File: src/design/wzad_pkg.sv
// Shared types, sizes and codes for the windowed z-score anomaly detector.
// No dependencies; every other design file imports this package.
package wzad_pkg;

	localparam int NUM_METRICS = 8;
	localparam int WINDOW      = 1000;
	localparam int MIN_SAMPLES = 100;
	localparam int SAMPLE_BITS = 24;

	localparam int ID_W       = 3;
	localparam int X_W        = 24;
	localparam int MEAN_W     = 32;
	localparam int SCORE_W    = 9;
	localparam int CAUSE_W    = 2;
	localparam int KINDS_W    = 16;
	localparam int CNT_W      = $clog2(WINDOW + 1);
	localparam int POS_W      = $clog2(WINDOW);
	localparam int RING_DEPTH = NUM_METRICS * WINDOW;
	localparam int RING_AW    = $clog2(RING_DEPTH);
	localparam int SUM_W      = X_W + CNT_W;
	localparam int SQ_W       = 2 * X_W + CNT_W;
	localparam int DEV_W      = SUM_W + 1;
	localparam int FRAC_W     = 8;
	localparam int DIVD_W     = SUM_W + FRAC_W;
	localparam int PROD_W     = 96;
	localparam int MB_W       = 40;
	localparam int MD_W       = 8;
	localparam int SCORE_ONE  = 256;

	typedef enum logic [1:0] {
		KIND_OTHER,
		KIND_LATENCY,
		KIND_ERROR,
		KIND_MEMORY
	} kind_t;

	typedef enum logic [CAUSE_W-1:0] {
		CAUSE_UNUSUAL,
		CAUSE_PERF,
		CAUSE_ERROR,
		CAUSE_MEMORY
	} cause_t;

	typedef enum logic [3:0] {
		S_IDLE,
		S_RD1,
		S_RD2,
		S_UPD,
		S_NX,
		S_DEV,
		S_MNQ,
		S_MSS,
		S_MDD,
		S_TEST,
		S_SQ,
		S_SMUL,
		S_SWAIT,
		S_FIN
	} state_t;

	typedef struct packed {
		logic [ID_W-1:0]        metric_id;
		logic signed [X_W-1:0]  sample;
	} in_item_t;

	typedef struct packed {
		logic                     is_anomaly;
		logic [ID_W-1:0]          metric_out;
		logic signed [X_W-1:0]    observed;
		logic signed [MEAN_W-1:0] expected_mean;
		logic [SCORE_W-1:0]       score;
		logic [CAUSE_W-1:0]       cause;
		logic [9:0]               samples_held;
	} out_item_t;

	typedef struct packed {
		logic [SUM_W-1:0] sum;
		logic [SQ_W-1:0]  sq;
		logic [CNT_W-1:0] cnt;
		logic [POS_W-1:0] pos;
	} st_entry_t;

endpackage

File: src/design/wzad_div.sv
// Restoring divider, one quotient bit per cycle, for the window mean.
// Depends on wzad_pkg for dividend and count widths.
module wzad_div import wzad_pkg::*; (
	input  logic              clk,
	input  logic              arst_n,
	input  logic              start,
	input  logic [DIVD_W-1:0] dividend,
	input  logic [CNT_W-1:0]  divisor,
	output logic              busy,
	output logic [DIVD_W-1:0] quotient
);

	localparam int DC_W = $clog2(DIVD_W + 1);

	logic              busy_q;
	logic [DC_W-1:0]   cnt_q;
	logic [DIVD_W-1:0] q_q;
	logic [CNT_W:0]    r_q;
	logic [CNT_W-1:0]  d_q;
	logic [CNT_W:0]    r_sh;
	logic              fits;

	assign r_sh = {r_q[CNT_W-1:0], q_q[DIVD_W-1]};
	assign fits = r_sh >= {1'b0, d_q};

	always_ff @(posedge clk or negedge arst_n) begin
		if (!arst_n) begin
			busy_q <= 1'b0;
			cnt_q  <= '0;
		end else if (start) begin
			busy_q <= 1'b1;
			cnt_q  <= DC_W'(DIVD_W);
		end else if (busy_q) begin
			cnt_q <= cnt_q - 1'b1;
			if (cnt_q == DC_W'(1)) begin
				busy_q <= 1'b0;
			end
		end
	end

	always_ff @(posedge clk) begin
		if (start) begin
			q_q <= dividend;
			r_q <= '0;
			d_q <= divisor;
		end else if (busy_q) begin
			r_q <= fits ? r_sh - {1'b0, d_q} : r_sh;
			q_q <= {q_q[DIVD_W-2:0], fits};
		end
	end

	assign busy     = busy_q;
	assign quotient = q_q;

endmodule

File: config.mk
export PLATFORM = sky130hd
export DESIGN_NAME = wzad_div
export DESIGN_NICKNAME = d
export VERILOG_FILES = /design/src/design/wzad_pkg.sv /design/src/design/wzad_div.sv
export SDC_FILE = /design/constraint.sdc
export NUM_CORES = 1
export LEC_CHECK = 0
export ABC_AREA = 0
export BUFFER_PORTS_ARGS = -buffer_cell sky130_fd_sc_hd__buf_2
export CAP_MARGIN = 20
export CORE_MARGIN = 5
export CORE_UTILIZATION = 30
export DETAILED_ROUTE_END_ITERATION = 16
export HOLD_SLACK_MARGIN = 0.15
export PLACE_DENSITY = 0.6
export SLEW_MARGIN = 30
export SYNTH_ARGS = -nofsm -noshare
export SYNTH_HDL_FRONTEND = slang
export SYNTH_SLANG_ARGS = --single-unit
export TNS_END_PERCENT = 30
File: constraint.sdc
create_clock -name clk -period 5.1 [get_ports clk]
set_input_delay 0.765 -clock clk [delete_from_list [all_inputs] [get_ports clk]]
set_output_delay 0.765 -clock clk [all_outputs]
set_load 0.02 [all_outputs]
# Yosys cells after proc, flatten, opt, wreduce, memory -nomap -nowiden
# Index checks and enable logic that the tools add are counted.
totals:
  reg_bits: 69
  latch_bits: 0
  ramBits: 0
  romBits: 0
  input_bits: 55
  wordCells: 18
  memories: 0
classes:
  add_sub_neg: 2
  multipliers: 0
  div_mod_pow: 0
  order_cmp: 1
  eq_ne: 1
  shift: 0
  muxes: 8
  bitwise: 0
  n_reduce_logical: 1
op_table:
  columns: ["operator", "count"]
  rows:
  - ["$mux W42", 2]
  - ["$mux W6", 2]
  - ["$ge A11 B10 Y1", 1]
  - ["$mux W10", 1]
  - ["$sub A10 B10 Y10", 1]
  - ["$eq A6 B1 Y1 const B", 1]
  - ["$sub A6 B1 Y6 const B", 1]
  - ["$mux W1", 3]
  - ["$reduce_bool A2 Y1", 1]

# Depth between registers and ports, before layout
logic_depth:
  depth_word: 4
  ltp_mapped: 10
  ltp_nobuf: 10

# Least setup slack after synthesis
# No wires, ideal clock.
synth_timing:
  path_kind: "flip-flop to flip-flop"
  from: "reg q_q[41], in the netlist quotient[41]"
  to: "reg r_q[6]"
  setup_time_ps: 86
  arrival_time_ps: 2127
  t_required_ps: 5014
  slack_ps: 2888
  path_stages_with_launch: 11
  path_buffers: 0
  period_less_slack_ps: 2212
  path_cell_list: "edfxtp_1 inv_1 ha_1 inv_1 fa_1 a211oi_1 nor3b_1 o22ai_1 xnor2_1 mux2i_1 a211oi_1"
synth_between:
  elab_chain_len: 2
  word_cells_on_any_way: 3
synth_rtl:
  columns: ["element", "line", "text"]
  rows:
  - ["start: declaration", "wzad_div.sv:17", "logic [DIVD_W-1:0] q_q;"]
  - ["start signal: assignment", "wzad_div.sv:43", "q_q <= dividend;"]
  - ["start signal: assignment", "wzad_div.sv:48", "q_q <= {q_q[DIVD_W-2:0], fits};"]
  - ["$sub A10 B10 Y10 or $ge A11 B10 Y1 (tied branches)", "wzad_div.sv:47, wzad_div.sv:24", null]
  - ["$mux W10 *", "wzad_div.sv:47", "r_q <= fits ? r_sh - {1'b0, d_q} : r_sh;"]
  - ["end signal: assignment", "wzad_div.sv:47", null]
  - ["end: declaration", "wzad_div.sv:18", "logic [CNT_W:0] r_q;"]
# Every way passes the cells marked *; elsewhere a longest branch is shown, timed or not.
# A chain may end at the register's enable or synchronous reset.

# Final worst setup path
layout_timing:
  from: "reg q_q[41], in the netlist quotient[41]"
  to: "reg r_q[8]"
# The elaborated chain is that of the path after synthesis.

==> impl_results.md <==
- Status: completed
- Die area: 13400 um^2
- ANT cells: 0
- Post-Place Worst Slack: ~2500 ps
- Yosys warns: 0
- Syn_nets: 319
- Gates resized, CTS repair: 0
- Logic pwr share: 0.293
- Critical path type: reg2reg
- RSZ-0062 raised after global routing: no
- Max_cap viols: 0
- Clock power share: 0.320
- Fillers: 1048
- Yosys top cell by area: edfxtp_1
- Synthesized area per cell: 13.4 um^2
- Clk slew on worst S/H paths: 60 ps
- Setup ws final: 2730 ps
- Initial antenna violation count: 0
- Final Setup Violations: 0
- Proportion of synthesized area in mux cells: 0.169
- Most common cell in the netlist: edfxtp_1
- Slew @ Worst Pin: ~870 ps
- Crit Path Max Fanout: 3
- I/O pins: 98
- Static Leak: 1.82 nW
- Switching part of the total: 0.311
- Via density: 4.61
- Die Width: 116 um
- Row count: 38
- Post-synth ARST share: 0.101
- Top post-synthesis cells by count: edfxtp_1 (52), mux2_2 (42), nor2_1 (24), inv_1 (15), ha_1 (12)
- Seq/Total Area, Yosys: 0.576
- All-Layer GR Usage: 0.107
- VDD IR max: 176 uV
- H-tree depth: 3
- Post-synthesis compound-gate area fraction: 0.0692
- Deepest clock path buffer count: 2
- Die Y: 116 um
- Remaining global-route overflow: 0
- Iteration-0 DRC count of the detailed router: 87
- Nets: 417
- FF+latch area: 1940 um^2
- TritonCTS clock tree: yes
- Placed wire-length estimate: 5.01 mm
- CTS Hold Bufs: 0
- Worst EP arrival: 2610 ps
- Post-Route WL: 7.05 mm
- Multi-input logic area: 1310 um^2
- Initial core utilization: 0.308
- Inst Count DP: about 480
- Routability cong.: 0.740
- Synth Flop Type: edfxtp_1
- Sequential group share of total power: 0.387
- Drt wl/cell: 14.3 um
- Share of the synthesized area in the top cell type: 0.464
- Area Growth Syn to Fin: 27.1%
- DRC: 0
- Synthesized instance count: 251
- Startpoint types: register
- Power density over the cells: 459 nW/um^2
- Vias: roughly 2300
- Distinct cells, synth: 44
- Worst Hold Class: in2async
- Synth Register Bits: 69
- Worst slew margin: 0.418
- Core ar.: 10900 um^2
- Post-route ant nets: 0
- Pint: 1.35 mW
- Synth Area in Simple Gates: 0.0721
- Top cells by area, synth: edfxtp_1 (46%), mux2_2 (14%), dfxtp_1 (6.0%)
- CP endpoint kind: register
- Adder-Cell Fraction of Synth Area: 0.0506
- CTS buffer count: 9
- Setup TNS: 0 ps
- Clk_skew: between 5 and 6 ps
- Largest net degree at the start of global routing: 44
- Period utilization: 0.465
- Mapped Area: 3360 um^2
- Final hold violations: 0
- Number of port buffers: 97
- F_max: ~420 MHz
- Global-route wire length before repair: approximately 11 mm
- Total iterations of the first detailed-routing run: 4
- Share of cells above drive strength 1: 0.458
- Root Driver: clkbuf_16
- Clk sinks: 69
- Psw: 0.611 mW
- Post-synthesis xor/xnor area fraction: 0.0286
- Number of synthesized flops with an enable pin: 52
- Vias in the first global route: approximately 2300
- Worst path required time: around 5300 ps
- Fin. max-slew vios: 0
- Post-CTS Setup Inserts: 0
- Min cycle time layout: 2370 ps
- Largest family of logic cells by synthesized area: multiplexers
- Post-Layout Cell Count: 494
- Worst-skew pair later-pin latency: 330 ps
layer usage:
layer,wire [um],vias to the layer above,global-route usage
met1,3370,1059,0.147
met5,0,-,0
met4,91,0,0.0356
met2,3010,85,0.155
li1,-,1126,-
met3,576,9,0.0413
worst paths after layout:
path / cells after the start / endpoint / slack, ps / startpoint
worst max-delay path: 10 / r_q[8] / 2730 / quotient[41]
worst min-delay path: 1 / cnt_q[0] / 260 / arst_n
worst max register to register: 10 / r_q[8] / 2730 / quotient[41]
worst min register to register: 2 / r_q[4] / 510 / r_q[4]
max in group asynchronous: 1 / cnt_q[2] / 4670 / arst_n
min in group clk: 2 / r_q[4] / 510 / r_q[4]
critical path, cell delays in order (launching register included):
cell and delay (ps):
edfxtp_1 410, inv_1 100, ha_1 180, inv_1 60, fa_1 410, a211oi_1 320
nor3b_1 150, o22ai_1 180, xnor2_1 140, mux2i_1 110, a211oi_1 230
per-stage QoR:
stage / utilization / total power [mW] / hold slack, ps / cell area [um^2]
global placement: 0.364 / 1.34 / 496 / 3980
global route: 0.391 / 2.08 / 273 / 4280
floorplan: - / 1.23 / 469 / 3360
detailed placement: 0.364 / 1.35 / 498 / 3980
CTS: 0.391 / 1.99 / 258 / 4280
finish: 0.391 / 1.96 / 263 / 4280
power by group through the flow:
stage               registers, mW  clock network, mW  logic [mW]
global placement            0.770                  0       0.573
global route                0.772              0.664       0.641
finish                      0.759              0.628       0.576
CTS                         0.761              0.641       0.584
floorplan                   0.810                  0       0.418
detailed placement          0.769                  0       0.580
state kept, by name, summed over array words and instances, names as in the netlist:
signal,cells
r_q,10
d_q,10
busy,1
cnt_q,6
quotient,42
cells by family (layout without fill, tap and decap cells):
group | count (synthesis) | in the layout
buffers and inverters | 27 | 130
and+or+nand+nor | 50 | 50
xor gates and xnor gates | 11 | 11
DFF | 69 | 69
AOI/OAI and AO/OA | 30 | 30
adders and majority gates | 13 | 13
muxes | 51 | 51
cell usage in the layout (no fill, tap or decap), drive strengths merged, types with 4 or more instances in the layout:
master,Yosys,routed
ha,12,12
xor2,5,5
edfxtp,52,52
inv,16,18
a211oi,9,9
clkbuf,10,10
nor2,24,24
xnor2,6,6
buf,1,98
dfrtp,7,7
dfxtp,10,10
mux2,43,43
nand2,7,7
mux2i,8,8
nand2b,4,4
layout make-up:
cell class                      count  area share
Sequential cell                    69       0.453
Multi-Input combinational cell    155       0.307
Timing Repair Buffer               98       0.115
Clock buffer                       10      0.0535
Tap cell                          140      0.0409
Clock inverter                      6      0.0167
Inverter                           16      0.0140
Power figures use the tool's default switching activity.
