## src/design/wzad_pkg.sv

```systemverilog
// Shared types, sizes and codes for the windowed z-score anomaly detector.
// No dependencies; every other design file imports this package.
package wzad_pkg;

	localparam int NUM_METRICS = 8;
	localparam int WINDOW      = 1000;
	localparam int MIN_SAMPLES = 100;
	localparam int SAMPLE_BITS = 24;

	localparam int ID_W       = 3;
	localparam int X_W        = 24;
	localparam int MEAN_W     = 32;
	localparam int SCORE_W    = 9;
	localparam int CAUSE_W    = 2;
	localparam int KINDS_W    = 16;
	localparam int CNT_W      = $clog2(WINDOW + 1);
	localparam int POS_W      = $clog2(WINDOW);
	localparam int RING_DEPTH = NUM_METRICS * WINDOW;
	localparam int RING_AW    = $clog2(RING_DEPTH);
	localparam int SUM_W      = X_W + CNT_W;
	localparam int SQ_W       = 2 * X_W + CNT_W;
	localparam int DEV_W      = SUM_W + 1;
	localparam int FRAC_W     = 8;
	localparam int DIVD_W     = SUM_W + FRAC_W;
	localparam int PROD_W     = 96;
	localparam int MB_W       = 40;
	localparam int MD_W       = 8;
	localparam int SCORE_ONE  = 256;

	typedef enum logic [1:0] {
		KIND_OTHER,
		KIND_LATENCY,
		KIND_ERROR,
		KIND_MEMORY
	} kind_t;

	typedef enum logic [CAUSE_W-1:0] {
		CAUSE_UNUSUAL,
		CAUSE_PERF,
		CAUSE_ERROR,
		CAUSE_MEMORY
	} cause_t;

	typedef enum logic [3:0] {
		S_IDLE,
		S_RD1,
		S_RD2,
		S_UPD,
		S_NX,
		S_DEV,
		S_MNQ,
		S_MSS,
		S_MDD,
		S_TEST,
		S_SQ,
		S_SMUL,
		S_SWAIT,
		S_FIN
	} state_t;

	typedef struct packed {
		logic [ID_W-1:0]        metric_id;
		logic signed [X_W-1:0]  sample;
	} in_item_t;

	typedef struct packed {
		logic                     is_anomaly;
		logic [ID_W-1:0]          metric_out;
		logic signed [X_W-1:0]    observed;
		logic signed [MEAN_W-1:0] expected_mean;
		logic [SCORE_W-1:0]       score;
		logic [CAUSE_W-1:0]       cause;
		logic [9:0]               samples_held;
	} out_item_t;

	typedef struct packed {
		logic [SUM_W-1:0] sum;
		logic [SQ_W-1:0]  sq;
		logic [CNT_W-1:0] cnt;
		logic [POS_W-1:0] pos;
	} st_entry_t;

endpackage

```

## src/design/wzad_mul.sv

```systemverilog
// Shared multiplier: consumes one 8-bit digit of b per cycle, shift-and-add.
// Depends on wzad_pkg for product and operand widths.
module wzad_mul import wzad_pkg::*; (
	input  logic              clk,
	input  logic              arst_n,
	input  logic              start,
	input  logic [PROD_W-1:0] a,
	input  logic [MB_W-1:0]   b,
	output logic              busy,
	output logic [PROD_W-1:0] prod
);

	logic              busy_q;
	logic [PROD_W-1:0] a_q;
	logic [MB_W-1:0]   b_q;
	logic [PROD_W-1:0] acc_q;
	logic [MB_W-1:0]   b_nxt;

	assign b_nxt = b_q >> MD_W;

	always_ff @(posedge clk or negedge arst_n) begin
		if (!arst_n) begin
			busy_q <= 1'b0;
		end else if (start) begin
			busy_q <= 1'b1;
		end else if (busy_q && b_nxt == '0) begin
			busy_q <= 1'b0;
		end
	end

	always_ff @(posedge clk) begin
		if (start) begin
			a_q   <= a;
			b_q   <= b;
			acc_q <= '0;
		end else if (busy_q) begin
			acc_q <= acc_q + a_q * PROD_W'(b_q[MD_W-1:0]);
			a_q   <= a_q << MD_W;
			b_q   <= b_nxt;
		end
	end

	assign busy = busy_q;
	assign prod = acc_q;

endmodule

```

## config.mk

```make
export PLATFORM = sky130hd
export DESIGN_NAME = wzad_mul
export DESIGN_NICKNAME = d
export VERILOG_FILES = /design/src/design/wzad_pkg.sv /design/src/design/wzad_mul.sv
export SDC_FILE = /design/constraint.sdc
export NUM_CORES = 2
export LEC_CHECK = 0
export BUFFER_PORTS_ARGS = -buffer_cell sky130_fd_sc_hd__buf_2
export CAP_MARGIN = 0
export CORE_MARGIN = 2
export CORE_UTILIZATION = 50
export DETAILED_ROUTE_END_ITERATION = 8
export PLACE_DENSITY = 0.75
export SYNTH_ARGS = -nofsm -noshare
export SYNTH_HDL_FRONTEND = slang
export SYNTH_SLANG_ARGS = --single-unit
export TNS_END_PERCENT = 20
```

## constraint.sdc

```tcl
create_clock -name clk -period 7.1 [get_ports clk]
set_input_delay 0.71 -clock clk [delete_from_list [all_inputs] [get_ports clk]]
set_output_delay 0.71 -clock clk [all_outputs]
set_load 0.05 [all_outputs]
```

Yosys cells after proc, flatten, opt, wreduce, memory -nomap -nowiden
Index checks and enable logic that the tools add are counted.

Register bits after elaboration: 233. Bits in latches: 0. Bits in writable memories: 0. Memory bits (read-only): 0. Logic and storage cells: 16. Memories: 0.

$add $sub $neg: 1. Multipliers: 1. Div/mod/pow operators: 0. $lt $le $gt $ge: 0. Eq/ne operators: 0. Shifts and indexed selects: 0. Mux-type cells: 6. Bitwise operators: 0. Reductions and logical operators: 4.

Operators with widths (count): 96-bit two-way mux (2); 96-bit adder (1); 96-bit by 8-bit multiplier with 96-bit output (1); 40-bit two-way mux (2); 40-bit logical NOT (1); 2-bit nonzero test (2); 1-bit two-way mux (2); 1-bit logical AND (1).

Logic depth before layout (Yosys ltp)
Word-level depth: 4. Gate-level depth with buffers: 24.

Least setup slack after synthesis
OpenSTA, ideal clock, no wires.

Kind: reg2reg. From: reg b_q[1]. To: reg acc_q[65], in the netlist prod[65]. Setup time: 329 ps. Arrival: 5409 ps. Required time: 6771 ps. Path slack: 1362 ps. Stages on the path, launching flop included: 25. Cell sequence: edfxtp_1 clkbuf_1 clkbuf_1 clkbuf_1 nand2_1 fa_1 inv_1 fa_1 fa_1 inv_1 fa_1 inv_1 ha_1 buf_2 and3_1 and2_1 nor3b_1 nor3_2 a31oi_2 a21oi_1 o21ai_1 a31oi_1 o21bai_1 xnor2_1 o22ai_1.

Word-level cells in the longest chain between the ends: 2.

RTL lines: start, declared (RTL line wzad_mul.sv:15) `logic [MB_W-1:0] b_q;`; start signal, assigned (RTL line wzad_mul.sv:39) `b_q <= b_nxt;`; 96-bit by 8-bit multiplier with 96-bit output (RTL line wzad_mul.sv:37) `acc_q <= acc_q + a_q * PROD_W'(b_q[MD_W-1:0]);`; 96-bit adder (RTL line wzad_mul.sv:37); end signal, assigned (RTL line wzad_mul.sv:37); end, declared (RTL line wzad_mul.sv:16) `logic [PROD_W-1:0] acc_q;`.

Every way passes these cells. A chain may end at the register's enable or synchronous reset.

Worst setup path in the final report
From: reg b_q[6]. To: reg acc_q[71], in the netlist prod[71].

Same word-level chain as after synthesis.

==> impl_metrics.sql <==
INSERT INTO impl_metrics (metric_group, metric, value, unit) VALUES
('finish', 'flow.area_growth_from_synthesis', '8.58', '%'),
('grt', 'remaining_overflow_grt', '0', ''),
('worst_setup_path', 'path_max_fanout', '64', ''),
('drt', 'detail_route.vias_per_cell', '5.44', ''),
('die', 'design.die.area', '71800', 'sq um'),
('worst_setup_path', 'worstSetupPathType', 'register to register', ''),
('timing', 'tightest_slew', '0.994', 'ns'),
('synth', 'syn_inst', '3685', ''),
('timing', 'setup_total_negative_slack', '0', 'ns'),
('worst_setup_path', 'worstSetupStartpoint', 'b_q[6]', ''),
('die', 'initial_utilization', '50.6', '%'),
('worst_setup_path', 'r2r-end', 'prod[71]', ''),
('place', 'post_placement_worst_setup_slack', '0.443', 'ns'),
('synth', 'netlist.area_leader.share', '36.5', '%'),
('grt', 'number_of_global_route_vias_before_repair', '27663', ''),
('synth', 'yosys_register_bits', '233', ''),
('grt', 'grt_start_max_net_pins', '81', ''),
('timing', 'final-hold-violation-count', '0', ''),
('outcome', 'outcome', 'complete, no violations', ''),
('synth', 'ys_warn_count', '0', ''),
('synth', 'synthFlopType', 'edfxtp_1', ''),
('worst_setup_path', 'rr_worst_depth', '20', ''),
('die', 'die_y', '268', 'microns'),
('synth', 'netlist_area', '34800', 'sq um'),
('timing', 'worst_hold_slack', '0.372', 'ns'),
('timing', 'max-slew-margin-rel', '33.7', '%'),
('synth', 'synth.avg_cell_area', '9.45', 'sq um'),
('grt', 'first_pass_grt_wire_length', '150000', 'microns'),
('synth', 'synth-edff-count', '136', ''),
('drt', 'drtIter0Drc', '1741', ''),
('grt', 'grt_use_total', '26.7', '%'),
('synth', 'synth_seq_area_share', '17.3', '%'),
('finish', 'n_antenna_cell', '0', ''),
('timing', 'timing.final.crit_share', '94.4', '%'),
('place', 'dp_hpwl', '71700', 'microns'),
('finish', 'nNetsFinal', '4678', ''),
('die', 'io-pin-count', '236', ''),
('die', 'fp-row-count', '96', ''),
('timing', 'finalClockSkew', '0.0288', 'ns'),
('hold_path', 'worstHoldStart', 'b[37]', ''),
('clocking', 'cts-root-buf', 'clkbuf_16', ''),
('grt', 'grt_antenna_before_repair', '1', ''),
('clocking', 'clock_tree_buffer_depth', '3', ''),
('clocking', 'clk_latency', '0.62', 'ns'),
('synth', 'cell_accounting_for_the_most_synthesized_area', 'fa_1', ''),
('timing', 'min_period', '6.70', 'ns'),
('die', 'die_width', '268', 'microns'),
('synth', 'synthArstFlopShare', '0.429', '%'),
('worst_setup_path', 'critPathArrivalTime', '7.17', 'ns'),
('timing', 'setup_ws', '0.396', 'ns'),
('timing', 'drv_slew', '0', ''),
('drt', 'route.detailed.drc', '0', ''),
('synth', 'yosys.cell_count.top_type', 'inv_1', ''),
('finish', 'post_route_cells_drive_above_1_share', '12.4', '%'),
('worst_setup_path', 'cp-start-kind', 'register', ''),
('clocking', 'cts_made_buffers', '31', ''),
('clocking', 'tritoncts_num_sinks', '233', ''),
('run', 'drv.max_cap_violation_count', '0', ''),
('synth', 'ys_top_cells_by_area', 'fa_1, edfxtp_1, and2_1', ''),
('place', 'gpl.final_weighted_congestion', '0.924', ''),
('hold_path', 'worstHoldPathType', 'input pin to register', ''),
('timing', 'unrepaired_setup_endpoints_after_global_routing', 'no', ''),
('timing', 'setup_viol_count_final', '0', ''),
('worst_setup_path', 'setup.worst_path.end', 'prod[71]', ''),
('clocking', 'cts_tree', 'built', ''),
('drt', 'route.final.wire_length', '93200', 'microns'),
('drt', 'postRouteAntennaNets', '0', ''),
('worst_setup_path', 'type_of_element_capturing_the_critical_path', 'register', ''),
('drt', 'first_pass_iters', '6', ''),
('place', 'port_buffers', '235', ''),
('timing', 'timing.fmax', '0.149', 'GHz'),
('finish', 'finalCoreUtilization', '54.9', '%'),
('die', 'coreArea', '68800', 'sq um'),
('synth', 'synth_top_cells_by_count', 'inv_1, fa_1, and2_1, nand2_1, edfxtp_1', ''),
('worst_setup_path', 'worst_r2r_startpoint', 'b_q[6]', ''),
('drt', 'routed-via-count', '25865', ''),
('worst_setup_path', 'reg2reg_setup_slack', '0.40', 'ns'),
('synth', 'syn-num-nets', '4563', ''),
('worst_setup_path', 'cp_data_required_time', '7.56', 'ns'),
('clocking', 'clkTransAtPathRegs', '0.06', 'ns'),
('synth', 'synthDistinctLibCells', '84', ''),
('clocking', 'cts_htree_levels', '1', ''),
('drt', 'wire_per_inst', '19.6', 'microns');
state kept, by name, summed over array words and instances (netlist names):
name	flops
prod	96
busy	1
a_q	96
b_q	40
through the flow:
step | instance area [sq um] | std cells
CTS | 37800 | 4754
finish | 37800 | 4756
detailed placement | 36800 | 4695
global route | 37800 | 4756
floorplan | 34800 | 3685
global placement | 36800 | 4695
layer usage:
| layer | vias up | track usage (%) | share of wire (%) |
|---|---|---|---|
| met2 | 934 | 43.7 | 47 |
| met1 | 13183 | 35.9 | 42 |
| met5 | - | 0 | 0 |
| li1 | 11563 | - | - |
| met4 | 0 | 9.92 | 4.2 |
| met3 | 185 | 4.70 | 7.5 |
kinds of logic after synthesis:
kind of cell | after synthesis | share of synthesized area, %
multiplexers | 166 | 5.20
XOR/XNOR | 102 | 2.57
buffers and inverters | 946 | 10.3
flip-flops | 233 | 17.3
AND/OR/NAND/NOR | 1110 | 16.9
AO/OA/AOI/OAI | 389 | 7.51
adder cells (fa/ha/maj) | 739 | 40.2
cell usage in the layout, fill, tap and decap left out, drive strengths merged, types with 4 or more instances in the layout:
| master | n |
|---|---|
| mux2 | 120 |
| and3 | 14 |
| fa | 634 |
| or3 | 7 |
| o21a | 9 |
| ha | 105 |
| xor2 | 30 |
| nor3 | 15 |
| dfxtp | 96 |
| a211oi | 10 |
| a221oi | 7 |
| nor4 | 9 |
| nand2 | 314 |
| nand2b | 9 |
| nand4 | 41 |
| edfxtp | 136 |
| nor2b | 13 |
| a21o | 56 |
| o21ai | 62 |
| o211ai | 7 |
| inv | 769 |
| o31ai | 4 |
| o21bai | 22 |
| o41ai | 4 |
| nor2 | 113 |
| a21oi | 118 |
| nand3 | 26 |
| mux2i | 46 |
| clkinv | 8 |
| clkbuf | 42 |
| buf | 263 |
| xnor2 | 72 |
| and2 | 535 |
| o22ai | 42 |
| a31oi | 11 |
critical path, cell delays in order (launching register included):
cell	delay, ns
edfxtp_1	0.99
buf_12	0.35
and2_1	0.21
fa_1	0.46
fa_1	0.43
fa_1	0.51
inv_1	0.05
fa_1	0.48
inv_1	0.04
ha_1	0.39
a21oi_1	0.18
o21ai_1	0.10
o221a_2	0.28
nor3_1	0.22
a31oi_2	0.24
a21oi_1	0.34
o21ai_1	0.19
a31oi_1	0.50
o21ai_1	0.20
xnor2_1	0.26
o22ai_1	0.10
worst min path at each step:
| stage | to | cells past startpoint |
|---|---|---|
| 6_report | b_q[37] | 2 |
| 5_1_grt | a_q[5] | 2 |
| 4_1_cts | b_q[37] | 2 |
| 3_5_place_dp | busy | 1 |
| 3_3_place_gp | busy | 1 |
| 2_1_floorplan | busy | 0 |
what timing repair did:
item | 4_1_cts | 5_1_grt
endpoints found under the setup margin | 0 | 2
buffers inserted | 0 | 2
hold buffers | 1 | 0
resized for setup | 0 | 0
endpoints found under the hold margin | 1 | 0
layout make-up:
type,count,area [sq um]
fill,6141,31000
multi-input combinational,2506,25200
sequential,233,6030
inverter,763,2870
timing repair buffer,265,1530
tap,931,1160
clock buffer,41,867
clock inverter,17,143
Power is not shown: default switching activity piles up to over one toggle a cycle in this logic, so the estimate is an artifact.
